===== src/design/udc_pkg.sv =====
// Shared types, widths and constants of the debounced up/down counter.
// Used by every module in design/; depends on nothing.
package udc_pkg;

  localparam int CNT_W      = 27;
  localparam int BCD_DIGITS = 8;
  localparam int BCD_W      = 4 * BCD_DIGITS;
  localparam int SEL_W      = 8;
  localparam int SEG_W      = 7;
  localparam int TICK_W     = 16;
  localparam int SCAN_W     = 3;
  localparam int CFG_IDX_W  = 2;
  localparam int CFG_DATA_W = 16;

  localparam logic [CFG_IDX_W-1:0] REG_DEBOUNCE = 2'd0;
  localparam logic [CFG_IDX_W-1:0] REG_DWELL    = 2'd1;

  localparam logic [TICK_W-1:0] DEBOUNCE_RESET = 16'd20;
  localparam logic [TICK_W-1:0] DWELL_RESET    = 16'd5;

  localparam logic [CNT_W-1:0] COUNT_MAX   = 27'd99999999;
  localparam logic [CNT_W-1:0] COUNT_RESET = 27'd31415926;
  localparam logic [BCD_W-1:0] BCD_RESET   = 32'h31415926;

  typedef struct packed {
    logic dec;
    logic inc;
  } step_t;

  function automatic logic [SEG_W-1:0] seg_decode(input logic [3:0] d);
    logic [SEG_W-1:0] s;
    case (d)
      4'd0:    s = 7'h3F;
      4'd1:    s = 7'h06;
      4'd2:    s = 7'h5B;
      4'd3:    s = 7'h4F;
      4'd4:    s = 7'h66;
      4'd5:    s = 7'h6D;
      4'd6:    s = 7'h7D;
      4'd7:    s = 7'h07;
      4'd8:    s = 7'h7F;
      4'd9:    s = 7'h6F;
      default: s = 7'h00;
    endcase
    return s;
  endfunction

endpackage


===== src/design/udc_in_if.sv =====
// Input channel: one button sample word per tick.
// Depends on nothing.
interface udc_in_if;
  logic valid;
  logic ready;
  logic down_pressed;
  logic up_pressed;

  modport source (output valid, output down_pressed, output up_pressed, input ready);
  modport sink   (input valid, input down_pressed, input up_pressed, output ready);
endinterface


===== src/design/udc_out_if.sv =====
// Result channel: display scan and count word per tick.
// Depends on udc_pkg for field widths.
interface udc_out_if;
  logic                         valid;
  logic                         ready;
  logic [udc_pkg::SEL_W-1:0]    digit_select;
  logic [udc_pkg::SEG_W-1:0]    segments;
  logic [udc_pkg::CNT_W-1:0]    count_value;

  modport source (output valid, output digit_select, output segments, output count_value,
                  input ready);
  modport sink   (input valid, input digit_select, input segments, input count_value,
                  output ready);
endinterface


===== src/design/udc_qualifier.sv =====
// Press qualifier for one button: idle, wait out the debounce time, held.
// Depends on udc_pkg for the tick width.
module udc_qualifier (
  input  logic                        clk,
  input  logic                        rst_n,
  input  logic                        adv,
  input  logic                        level,
  input  logic [udc_pkg::TICK_W-1:0]  debounce_ticks,
  output logic                        act
);

  localparam logic [1:0] PH_IDLE = 2'd0;
  localparam logic [1:0] PH_WAIT = 2'd1;
  localparam logic [1:0] PH_HELD = 2'd2;

  logic [1:0]                  phase_r, phase_nxt;
  logic [udc_pkg::TICK_W-1:0]  timer_r, timer_nxt, timer_dec;

  always_comb begin
    phase_nxt = phase_r;
    timer_nxt = timer_r;
    act       = 1'b0;
    timer_dec = (timer_r != '0) ? timer_r - 1'b1 : timer_r;
    unique case (phase_r)
      PH_WAIT: begin
        timer_nxt = timer_dec;
        if (timer_dec == '0) begin
          if (level) begin
            phase_nxt = PH_HELD;
            act       = 1'b1;
          end else begin
            phase_nxt = PH_IDLE;
          end
        end
      end
      PH_HELD: begin
        if (!level) phase_nxt = PH_IDLE;
      end
      default: begin
        phase_nxt = PH_IDLE;
        if (level) begin
          phase_nxt = PH_WAIT;
          timer_nxt = (debounce_ticks != '0) ? debounce_ticks : udc_pkg::TICK_W'(1);
        end
      end
    endcase
  end

  always_ff @(posedge clk) begin
    if (!rst_n) begin
      phase_r <= PH_IDLE;
      timer_r <= '0;
    end else if (adv) begin
      phase_r <= phase_nxt;
      timer_r <= timer_nxt;
    end
  end

endmodule


===== src/design/udc_counter.sv =====
// Saturating up/down counter kept in binary and in BCD side by side.
// Depends on udc_pkg for widths, limits and the step_t struct.
module udc_counter (
  input  logic                       clk,
  input  logic                       rst_n,
  input  logic                       adv,
  input  udc_pkg::step_t             step,
  output logic [udc_pkg::CNT_W-1:0]  count_nxt,
  output logic [udc_pkg::BCD_W-1:0]  bcd_nxt
);

  logic [udc_pkg::CNT_W-1:0]  count_r;
  logic [udc_pkg::BCD_W-1:0]  bcd_r;
  logic                       at_zero, at_max, do_inc, do_dec;

  function automatic logic [udc_pkg::BCD_W-1:0] bcd_inc(input logic [udc_pkg::BCD_W-1:0] v);
    logic [udc_pkg::BCD_W-1:0] r;
    logic                      c;
    logic [3:0]                d;
    r = v;
    c = 1'b1;
    for (int i = 0; i < udc_pkg::BCD_DIGITS; i++) begin
      d = v[4*i +: 4];
      if (c) begin
        if (d == 4'd9) begin
          r[4*i +: 4] = 4'd0;
        end else begin
          r[4*i +: 4] = d + 4'd1;
          c = 1'b0;
        end
      end
    end
    return r;
  endfunction

  function automatic logic [udc_pkg::BCD_W-1:0] bcd_dec(input logic [udc_pkg::BCD_W-1:0] v);
    logic [udc_pkg::BCD_W-1:0] r;
    logic                      b;
    logic [3:0]                d;
    r = v;
    b = 1'b1;
    for (int i = 0; i < udc_pkg::BCD_DIGITS; i++) begin
      d = v[4*i +: 4];
      if (b) begin
        if (d == 4'd0) begin
          r[4*i +: 4] = 4'd9;
        end else begin
          r[4*i +: 4] = d - 4'd1;
          b = 1'b0;
        end
      end
    end
    return r;
  endfunction

  // Both presses on one tick cancel except at zero, where only the increment lands.
  always_comb begin
    at_zero = (count_r == '0);
    at_max  = (count_r == udc_pkg::COUNT_MAX);
    do_inc  = 1'b0;
    do_dec  = 1'b0;
    if (step.dec && step.inc) begin
      do_inc = at_zero;
    end else if (step.dec) begin
      do_dec = !at_zero;
    end else if (step.inc) begin
      do_inc = !at_max;
    end
    if (do_inc) begin
      count_nxt = count_r + 1'b1;
      bcd_nxt   = bcd_inc(bcd_r);
    end else if (do_dec) begin
      count_nxt = count_r - 1'b1;
      bcd_nxt   = bcd_dec(bcd_r);
    end else begin
      count_nxt = count_r;
      bcd_nxt   = bcd_r;
    end
  end

  always_ff @(posedge clk) begin
    if (!rst_n) begin
      count_r <= udc_pkg::COUNT_RESET;
      bcd_r   <= udc_pkg::BCD_RESET;
    end else if (adv) begin
      count_r <= count_nxt;
      bcd_r   <= bcd_nxt;
    end
  end

endmodule


===== src/design/debounced_updown_counter_led_scan_core.sv =====
// Top level of the debounced up/down counter with seven-segment scan.
// Depends on udc_pkg, udc_in_if, udc_out_if, udc_qualifier and udc_counter.
//
// Usage:
//   in_if carries one word per time tick: the down and up button levels.
//   out_if returns one word per input word: active-low digit select, the
//   segment pattern of the selected digit and the count after that tick.
//   cfg_we/cfg_index/cfg_data write debounce_ticks (index 0) and
//   dwell_ticks (index 1); other indexes are dropped. Write only while idle.
// Path: an accepted word sits in the input register; the result register
//   loads from it once the output side is free (out_valid low or out_if.ready).
// Throughput: one word per cycle while out_if.ready is high; the per-tick update
//   of qualifiers, counter and scan position is a single pass between the two registers.
// Reset: count 31415926, both qualifiers idle, scan at the most
//   significant digit, debounce 20 and dwell 5 ticks. No clearing pass.
// Stall: while out_if.ready is low the result holds; the input register
//   still takes one more word, then in_if.ready drops.
module debounced_updown_counter_led_scan_core #(
  parameter int NUM_DIGITS = 8
) (
  input  logic                               clk,
  input  logic                               rst_n,
  udc_in_if.sink                             in_if,
  udc_out_if.source                          out_if,
  input  logic                               cfg_we,
  input  logic [udc_pkg::CFG_IDX_W-1:0]      cfg_index,
  input  logic [udc_pkg::CFG_DATA_W-1:0]     cfg_data
);

  localparam int SW = udc_pkg::SCAN_W;
  localparam logic [SW:0]   NUM_LIM  = (SW+1)'(NUM_DIGITS);
  localparam logic [SW-1:0] LAST_POS = SW'(NUM_DIGITS - 1);

  logic [udc_pkg::TICK_W-1:0]  debounce_r, dwell_r;
  logic                        in_valid_r, down_r, up_r;
  logic                        out_valid_r;
  logic [udc_pkg::SEL_W-1:0]   sel_r;
  logic [udc_pkg::SEG_W-1:0]   seg_r;
  logic [udc_pkg::CNT_W-1:0]   cnt_r;
  logic [SW-1:0]               scan_r, scan_nxt, pos, place;
  logic [udc_pkg::TICK_W-1:0]  dwell_timer_r, dwell_timer_nxt, dwell_lim;
  logic [SW:0]                 pos_inc;
  logic [udc_pkg::TICK_W:0]    dwell_sum;
  logic                        s2_free, adv, in_take;
  udc_pkg::step_t              step;
  logic [udc_pkg::CNT_W-1:0]   count_nxt;
  logic [udc_pkg::BCD_W-1:0]   bcd_nxt;
  logic [3:0]                  digit;

  always_ff @(posedge clk) begin
    if (!rst_n) begin
      debounce_r <= udc_pkg::DEBOUNCE_RESET;
      dwell_r    <= udc_pkg::DWELL_RESET;
    end else if (cfg_we) begin
      unique case (cfg_index)
        udc_pkg::REG_DEBOUNCE: debounce_r <= cfg_data;
        udc_pkg::REG_DWELL:    dwell_r    <= cfg_data;
        default: ;
      endcase
    end
  end

  assign s2_free     = !out_valid_r || out_if.ready;
  assign adv         = in_valid_r && s2_free;
  assign in_if.ready = !in_valid_r || adv;
  assign in_take     = in_if.valid && in_if.ready;

  always_ff @(posedge clk) begin
    if (!rst_n) begin
      in_valid_r <= 1'b0;
    end else if (in_take) begin
      in_valid_r <= 1'b1;
    end else if (adv) begin
      in_valid_r <= 1'b0;
    end
  end

  always_ff @(posedge clk) begin
    if (in_take) begin
      down_r <= in_if.down_pressed;
      up_r   <= in_if.up_pressed;
    end
  end

  udc_qualifier u_qual_down (
    .clk            (clk),
    .rst_n          (rst_n),
    .adv            (adv),
    .level          (down_r),
    .debounce_ticks (debounce_r),
    .act            (step.dec)
  );

  udc_qualifier u_qual_up (
    .clk            (clk),
    .rst_n          (rst_n),
    .adv            (adv),
    .level          (up_r),
    .debounce_ticks (debounce_r),
    .act            (step.inc)
  );

  udc_counter u_counter (
    .clk       (clk),
    .rst_n     (rst_n),
    .adv       (adv),
    .step      (step),
    .count_nxt (count_nxt),
    .bcd_nxt   (bcd_nxt)
  );

  always_comb begin
    pos             = ({1'b0, scan_r} >= NUM_LIM) ? '0 : scan_r;
    place           = LAST_POS - pos;
    digit           = bcd_nxt[{place, 2'b00} +: 4];
    pos_inc         = {1'b0, pos} + 1'b1;
    dwell_lim       = (dwell_r != '0) ? dwell_r : udc_pkg::TICK_W'(1);
    dwell_sum       = {1'b0, dwell_timer_r} + 1'b1;
    dwell_timer_nxt = dwell_sum[udc_pkg::TICK_W-1:0];
    scan_nxt        = pos;
    if (dwell_sum >= {1'b0, dwell_lim}) begin
      dwell_timer_nxt = '0;
      scan_nxt        = (pos_inc >= NUM_LIM) ? '0 : pos_inc[SW-1:0];
    end
  end

  always_ff @(posedge clk) begin
    if (!rst_n) begin
      scan_r        <= '0;
      dwell_timer_r <= '0;
    end else if (adv) begin
      scan_r        <= scan_nxt;
      dwell_timer_r <= dwell_timer_nxt;
    end
  end

  always_ff @(posedge clk) begin
    if (!rst_n) begin
      out_valid_r <= 1'b0;
    end else if (adv) begin
      out_valid_r <= 1'b1;
    end else if (out_if.ready) begin
      out_valid_r <= 1'b0;
    end
  end

  always_ff @(posedge clk) begin
    if (adv) begin
      sel_r <= ~(udc_pkg::SEL_W'(1) << pos);
      seg_r <= udc_pkg::seg_decode(digit);
      cnt_r <= count_nxt;
    end
  end

  assign out_if.valid        = out_valid_r;
  assign out_if.digit_select = sel_r;
  assign out_if.segments     = seg_r;
  assign out_if.count_value  = cnt_r;

endmodule

===== src/flat_wrapper.sv =====
// flat-port wrapper written by rule: the top's interface ports become plain ports
module debounced_updown_counter_led_scan_core_flat 
#(
  parameter int NUM_DIGITS = 8
)
  (clk, rst_n, cfg_we, cfg_index, cfg_data, in_if_valid, in_if_down_pressed, in_if_up_pressed, in_if_ready, out_if_valid, out_if_digit_select, out_if_segments, out_if_count_value, out_if_ready);
  udc_in_if in_if_i ();
  udc_out_if out_if_i ();
  input  logic clk;
  input  logic rst_n;
  input  logic cfg_we;
  input  logic [udc_pkg::CFG_IDX_W-1:0] cfg_index;
  input  logic [udc_pkg::CFG_DATA_W-1:0] cfg_data;
  input wire logic [$bits(in_if_i.valid)-1:0] in_if_valid;
  input wire logic [$bits(in_if_i.down_pressed)-1:0] in_if_down_pressed;
  input wire logic [$bits(in_if_i.up_pressed)-1:0] in_if_up_pressed;
  output wire logic [$bits(in_if_i.ready)-1:0] in_if_ready;
  output wire logic [$bits(out_if_i.valid)-1:0] out_if_valid;
  output wire logic [$bits(out_if_i.digit_select)-1:0] out_if_digit_select;
  output wire logic [$bits(out_if_i.segments)-1:0] out_if_segments;
  output wire logic [$bits(out_if_i.count_value)-1:0] out_if_count_value;
  input wire logic [$bits(out_if_i.ready)-1:0] out_if_ready;
  assign in_if_i.valid = in_if_valid;
  assign in_if_i.down_pressed = in_if_down_pressed;
  assign in_if_i.up_pressed = in_if_up_pressed;
  assign in_if_ready = in_if_i.ready;
  assign out_if_valid = out_if_i.valid;
  assign out_if_digit_select = out_if_i.digit_select;
  assign out_if_segments = out_if_i.segments;
  assign out_if_count_value = out_if_i.count_value;
  assign out_if_i.ready = out_if_ready;
  debounced_updown_counter_led_scan_core #(.NUM_DIGITS(NUM_DIGITS)) u_core (.clk(clk), .rst_n(rst_n), .in_if(in_if_i), .out_if(out_if_i), .cfg_we(cfg_we), .cfg_index(cfg_index), .cfg_data(cfg_data));
endmodule

===== config.mk =====
export PLATFORM = sky130hd
export DESIGN_NAME = debounced_updown_counter_led_scan_core_flat
export DESIGN_NICKNAME = d
export VERILOG_FILES = /design/src/design/udc_pkg.sv /design/src/design/udc_in_if.sv /design/src/design/udc_out_if.sv /design/src/design/udc_qualifier.sv /design/src/design/udc_counter.sv /design/src/design/debounced_updown_counter_led_scan_core.sv /design/src/flat_wrapper.sv
export SDC_FILE = /design/constraint.sdc
export NUM_CORES = 1
export LEC_CHECK = 0
export ABC_AREA = 1
export CORE_UTILIZATION = 40
export CTS_CLUSTER_DIAMETER = 80
export DETAILED_ROUTE_END_ITERATION = 6
export DONT_BUFFER_PORTS = 1
export GPL_TIMING_DRIVEN = 1
export REMOVE_ABC_BUFFERS = 1
export SYNTH_ARGS = -nofsm -noshare
export SYNTH_HDL_FRONTEND = slang
export SYNTH_SLANG_ARGS = --single-unit

===== constraint.sdc =====
create_clock -name clk -period 3.25 [get_ports clk]
set_input_delay 0.8125 -clock clk [delete_from_list [all_inputs] [get_ports clk]]
set_output_delay 0.8125 -clock clk [all_outputs]
set_load 0.005 [all_outputs]

==> results of run 1 <==
logic make-up (layout without fill, tap and decap cells):
logic type,Yosys count,count (layout),synth area share (%)
compound gates,383,383,16.4
simple gates,957,963,33.5
buf+inv,353,591,10.5
fa+ha+maj,37,37,3.46
flops,192,192,32.0
xor+xnor,62,62,4.06
worst max path at each step:
| stage | startpoint | to | depth (start not counted) |
|---|---|---|---|
| after global placement | u_core.u_qual_down.timer_r[0] | u_core.out_if.segments[3] | 24 |
| after CTS | u_core.u_qual_down.timer_r[0] | u_core.out_if.segments[4] | 25 |
| after global routing | u_core.u_qual_down.timer_r[0] | u_core.out_if.segments[3] | 28 |
| after detailed placement | u_core.u_qual_down.timer_r[0] | u_core.out_if.segments[4] | 25 |
| final | u_core.u_qual_down.timer_r[0] | u_core.out_if.segments[5] | 27 |
| after floorplan | out_if_ready | u_core.dwell_timer_r[10] | 8 |
layout by cell type, fill, tap and decap left out, drive strengths merged, types with 3 or more instances in the layout:
master	count
nand2	476
buf	283
inv	274
nand3	197
nor2	188
a21oi	154
dfxtp	148
o21ai	140
xor2	56
edfxtp	44
nand4	44
ha	37
nor3	34
a221oi	31
o211ai	29
clkbuf	19
nor4	11
nand3b	10
clkinv	10
a31oi	6
o31ai	6
xnor2	6
a211oi	5
bufinv	3
routing by layer:
layer	part of all wire, %	up-vias	GRT usage, %
met1	45	6800	32.3
met5	0	-	0
met3	5.0	74	4.31
met4	2.1	0	8.10
met2	48	429	40.9
li1	-	7082	-
worst reg2reg max path, delay by kind of cell, from the launching register on:
family | cells | cell delay, ns
adders and majority gates | 2 | 0.35
buffers and inverters | 4 | 0.46
DFF | 1 | 0.34
and+or+nand+nor | 21 | 2.09
registers in the layout (all words and copies together), names as in the netlist, 8 cells and up:
register and cells:
u_core.u_qual_up.timer_r 16, u_core.dwell_timer_r 16, u_core.u_counter.count_r 27, u_core.dwell_r 16
u_core.out_if.count_value 27, u_core.u_qual_down.timer_r 16, u_core.out_if.digit_select 8, u_core.u_counter.bcd_r 32
u_core.debounce_r 16
stage by stage:
| step | total power, µW | TNS (ns) | worst slack, ns |
|---|---|---|---|
| floorplan | 3830 | -21.42 | -0.559 |
| global placement | 4440 | -2.11 | -0.304 |
| detailed placement | 4460 | -3.21 | -0.374 |
| CTS | 6870 | -1.10 | -0.179 |
| global route | 7500 | -5.21 | -0.406 |
| finish | 7150 | -1.51 | -0.244 |
power by group:
group	total (µW)	switching, µW	internal, µW
Combinational	2200	1320	878
Sequential	2700	121	2580
Clock	2250	1040	1210
layout make-up:
type	instances	share of cell area, %
Tap cell	442	3.13
Timing Repair Buffer	283	13.2
Inverter	276	5.99
Clock buffer	19	2.45
Sequential cell	192	24.4
Multi-Input combinational cell	1445	50.0
Clock inverter	13	0.913
what timing repair did:
action | 4_1_cts | 5_1_grt
pin swaps | 54 | 128
buffers inserted | 23 | 38
resized for setup | 102 | 258
endpoints found under the setup margin | 30 | 67
cloned | 8 | 0
==> results.md, run 1 <==
* Post-layout util at roughly 54%
* Cell variety after synth at 54
* Core ar. at 0.0327 mm²
* CTS root buf: clkbuf_16
* GRT Residual Overflow at 0
* Placed cell area at between 0.015 and 0.02 mm²
* Final Cell Area at 0.0177 mm²
* R2R cell count at 27
* Number of port buffers at 0
* Failing checks: negative setup slack
* # hold bufs at CTS at 0
* Yosys warns at 0
* H-tree Lvls at 4
* Peak supply drop at 0.394 mV
* Seq/Total Area, Yosys at 32.0%
* Final Skew at ~0.017 ns
* Final Non-Filler Cells at 2670
* DRC Markers at 0
* Synth Area per Inst at 6.74 µm²
* HPWL Detailed at 29.7 mm
* Clock Sinks at 192
* Post-synth top cells: nand2_1 (438), inv_1 (257), nand3_1 (174), nor2_1 (159), a21oi_1 (153)
* Fin nets at between 2k and 2.5k
* Wirelength per Cell at about 16 µm
* Mapped Cells at 1984
* Starting density of the core at 40.9%
* CP max-delay cell: dfxtp_2
* CP Launch Type: flop
* Top-count cell post-synth: nand2_1
* PD cells at 405 mW/mm²
* Skew-Pair Late Insertion Delay at 0.47 ns
* Die Area at 0.0342 mm²
* P_leak at 0.00767 µW
* Tmin final at 3.49 ns
* Drt pass-1 iters at 5
* Top-Level Pins at 69
* FILL cells at 3162
* Hold Crit Class: in -> reg
* Critical path type: reg -> reg
* Number of enable flip-flop cells after synthesis at 44
* Status: finished, violations left
* Final wirelength at 43.5 mm
* Buf/Inv on CP at 4
* Least-Margin Pin Slew at 0.961 ns
* # setup viols final at 7
* Die height at between 150 and 200 µm
* Hold_ws at between 0.4 and 0.5 ns
* RSZ-0062 raised after global routing: true
* Final Max Tran Viols at 0
* Vias in the first global route at 13.1k
* Reg area at 0.00431 mm²
* R2r startpoint: u_core.u_qual_down.timer_r[0]
* Hold Crit Endpoint: u_core.up_r
* Yosys reg bits at around 190
* Clk buf depth at 2
* Gp weighted congestion at between 0.9 and 1
* Ratio of cells with drive above 1 in the final layout at between 20% and 30%
* Top-area cell type share of the netlist area at between 20% and 30%
* Clock-pin slew on the worst setup and hold paths at roughly 0.08 ns
* Final period util at 108%
* Yosys top cell by area: dfxtp_1
* Placed cells at 2573
* Routed vias/inst at 5.39
* Worst R2R Setup Slack at -0.24 ns
* Hold Startpoint: in_if_up_pressed
* CP delay by family, top: simple AND/OR/NAND/NOR gates
* Multi-input logic area at 0.00883 mm²
* Asr flop ratio synth at 0%
* Initial antenna violation count at 0
* Ant. Diodes at 0
* Largest net degree at the start of global routing at 130
* Endpoint of the worst register-to-register path: u_core.out_if.segments[5]
* Most Frequent Cell on Critical Path: nand2_2
* Crit path DAT at 3.72 ns
* Most common flop cell mapped by yosys: dfxtp_1
* Synth Cell Area at 0.0134 mm²
* Top cells by area, synth: dfxtp_1 (22%), nand2_1 (12%), edfxtp_1 (9.9%), inv_1 (7.2%), nand3_1 (6.5%)
* Worst setup EP type: flop
* First-pass GRT wire length at 66.6 mm
* Via count at 14.4k
* GR Util All Layers at 24.7%
* Area Growth Syn to Fin at 32.2%
* Max Fclk at 286 MHz
* CP Max Fanout at 7
* Worst path required time at 3.47 ns
* CTS tree: built
* Hold Path Depth at 0
* Slew headroom at 35.8%
* CP max stage delay at 0.34 ns
* Die W at approximately 180 µm
* CTS buffer count at 17
* Final WS setup at -0.244 ns
* Final Hold Violating Endpoints at 0
* Rows at 66
* 1st-iter DRT viols at 1178
* Routed Antenna Nets at 0
* Maxcap violations at 0
Power figures use the tool's default switching activity.
==> inputs of run 2 (changes only) <==
==> constraint.sdc (replaced) <==
create_clock -name clk -period 3.4 [get_ports clk]
set_input_delay 0.85 -clock clk [delete_from_list [all_inputs] [get_ports clk]]
set_output_delay 0.85 -clock clk [all_outputs]
set_load 0.005 [all_outputs]
==> results.md, run 2 (same netlist as run 1, synthesis figures left out) <==
* Gp weighted congestion at 0.918 (-5.3%)
* Tmin final at 3.48 ns (-0.0185 ns)
* CP max-delay cell: dfxtp_1
* Maxcap violations at 0 (unchanged)
* Worst path required time at 3.63 ns (+0.16 ns)
* Wirelength per Cell at 16.0 µm (-2.0%)
* Routed vias/inst at 5.38 (-0.20%)
* Ant. Diodes at 0 (unchanged)
* Hold Startpoint: u_core.dwell_timer_r[7]
* CP Launch Type: flop
* Max Fclk at 288 MHz (+0.53%)
* Via count at 14.0k (-2.4%)
* Largest reg by FF count: u_core.u_counter.bcd_r
* FILL cells at 3240 (+2.5%)
* Rows at 66 (unchanged)
* Reg area at 0.00429 mm² (-0.32%)
* Final WS setup at -0.0753 ns (+0.168 ns)
* Pre-CTS setup slack at -0.237 ns (+0.137 ns)
* P_leak at 0.00726 µW (-5.3%)
* Final period util at 102% (-5.3 points)
* R2R cell count at 29 (+7.4%)
* RSZ-0062 raised after global routing: true
* Critical path type: reg -> reg
* Most common cell after layout, fill and taps aside: nand2_1
* # setup viols final at 7 (unchanged)
* Routed Antenna Nets at 0 (unchanged)
* DRC Markers at 0 (unchanged)
* Least-Margin Pin Slew at 0.948 ns (-0.0130 ns)
* Drt pass-1 iters at 6 (+1)
* GR Util All Layers at 24.8% (+0.075 points)
* Die height at 185 µm (unchanged)
* Clock-pin slew on the worst setup and hold paths at 0.08 ns (about the same)
* Hold_ws at 0.467 ns (+0.0287 ns)
* 1st-iter DRT viols at 1260 (+7.0%)
* Final wirelength at 41.7 mm (-4.1%)
* Top-Level Pins at 69 (unchanged)
* CP max stage delay at 0.37 ns (+0.03 ns)
* Vias in the first global route at 13.2k (+0.72%)
* Number of port buffers at 0 (unchanged)
* Initial antenna violation count at 0 (unchanged)
* PD cells at 391 mW/mm² (-3.3%)
* Commonest non-fill, non-tap cells in the layout: nand2_1 (415), inv_1 (245), buf_4 (211), nand3_1 (158), a21oi_1 (146)
* Multi-input logic area at 0.00823 mm² (-6.8%)
* Fin nets at 2219 (-2.5%)
* Ratio of cells with drive above 1 in the final layout at 22.3% (-7.2 points)
* Core ar. at 0.0327 mm² (unchanged)
* Final Hold Violating Endpoints at 0 (unchanged)
* Clk buf depth at 2 (unchanged)
* Slew headroom at 36.7% (+0.87 points)
* H-tree Lvls at 4 (unchanged)
* R2r startpoint: u_core.u_qual_down.timer_r[3]
* CTS root buf: clkbuf_16
* Final Max Tran Viols at 0 (unchanged)
* Largest net degree at the start of global routing at 67 (-48%)
* Clock Sinks at 192 (unchanged)
* GRT Residual Overflow at 0 (unchanged)
* Number of flip-flops in the largest register at 32 (unchanged)
* Final Non-Filler Cells at 2612 (-2.2%)
* CP Max Fanout at 7 (unchanged)
* Most Frequent Cell on Critical Path: nand2_1
* Die W at 185 µm (unchanged)
* Skew-Pair Late Insertion Delay at 0.46 ns (about the same)
* CTS buffer count at 17 (unchanged)
* Failing checks: negative setup slack
* CTS tree: built
* Peak supply drop at 0.357 mV (-9.3%)
* Die Area at 0.0342 mm² (unchanged)
* Status: finished, violations left
* Final Skew at 0.0126 ns (-0.00476 ns)
* Area Growth Syn to Fin at 23.9%
* Hold Crit Class: reg -> reg
* CP Launch Point: u_core.u_qual_down.timer_r[3]
* Crit path DAT at 3.70 ns (-0.02 ns)
* Placed cells at 2537 (-1.4%)
* HPWL Detailed at 29.7 mm (-0.13%)
* Hold Path Depth at 2 (+2)
* Starting density of the core at 40.9% (unchanged)
* First-pass GRT wire length at 67.2 mm (+0.92%)
* Worst setup EP type: flop
-- run 2: cell types whose count changed in the layout (fill, tap and decap cells not counted), sizes merged --
cell,before,now
bufinv,3,0
clkbuf,19,21
buf,283,228
nand3,197,195
nand3b,10,9
inv,274,277
clkinv,10,8
-- run 2: per-layer routing --
metal | GRT usage [%] | vias to the layer above | routed length [µm]
met5 | 0 | - | 0
met4 | 8.99 | 0 | 1120
met3 | 3.85 | 79 | 1910
met2 | 40.9 | 447 | 19500
met1 | 32.4 | 6563 | 19200
li1 | - | 6955 | -
-- run 2: worst max-delay path: cells and delay by family (launching register included) --
family / cells / cell delay (ns)
buf+inv: 5 / 0.55
flops: 1 / 0.37
fa+ha+maj: 1 / 0.11
simple gates: 23 / 2.19
-- run 2: what timing repair did --
item / 4_1_cts / 5_1_grt
pin swaps: 40 / 37
hold endpoints to repair: 0 / 0
gates resized for setup: 92 / 75
setup buffers: 29 / 10
hold buffers: 0 / 0
gates cloned: 4 / 0
setup endpoints to repair: 11 / 38
-- run 2: report_power, final --
part	internal, µW	total (µW)	leakage [µW]	switching (µW)
sequential	2470	2590	0.00158	121
combinational	700	1820	0.00539	1120
clock	1080	2080	0.000286	995
-- run 2: path summary, 6_finish.rpt --
path                                to  slack [ns]
max          u_core.out_if.segments[0]       -0.08
min            u_core.dwell_timer_r[7]        0.47
max reg2reg  u_core.out_if.segments[0]       -0.08
min reg2reg    u_core.dwell_timer_r[7]        0.47
-- run 2: cell type report --
type,instances,area share [%]
sequential,192,25.9
tap,442,3.34
timing repair buffer,228,11.2
clock buffer,21,3.04
inverter,276,6.34
clock inverter,11,0.536
multi-input combinational,1442,49.7
-- run 2: metrics by stage --
stage | instance area (µm²) | utilization, % | power, µW | setup TNS, ns
3_5_place_dp | 15000 | 45.9 | 4210 | -1.61
3_3_place_gp | 15000 | 45.9 | 4190 | -0.754
6_report | 16600 | 50.7 | 6490 | -0.455
2_1_floorplan | 13000 | - | 3660 | -9.51
5_1_grt | 16600 | 50.7 | 6840 | -2.06
4_1_cts | 16200 | 49.6 | 6410 | -0.0381
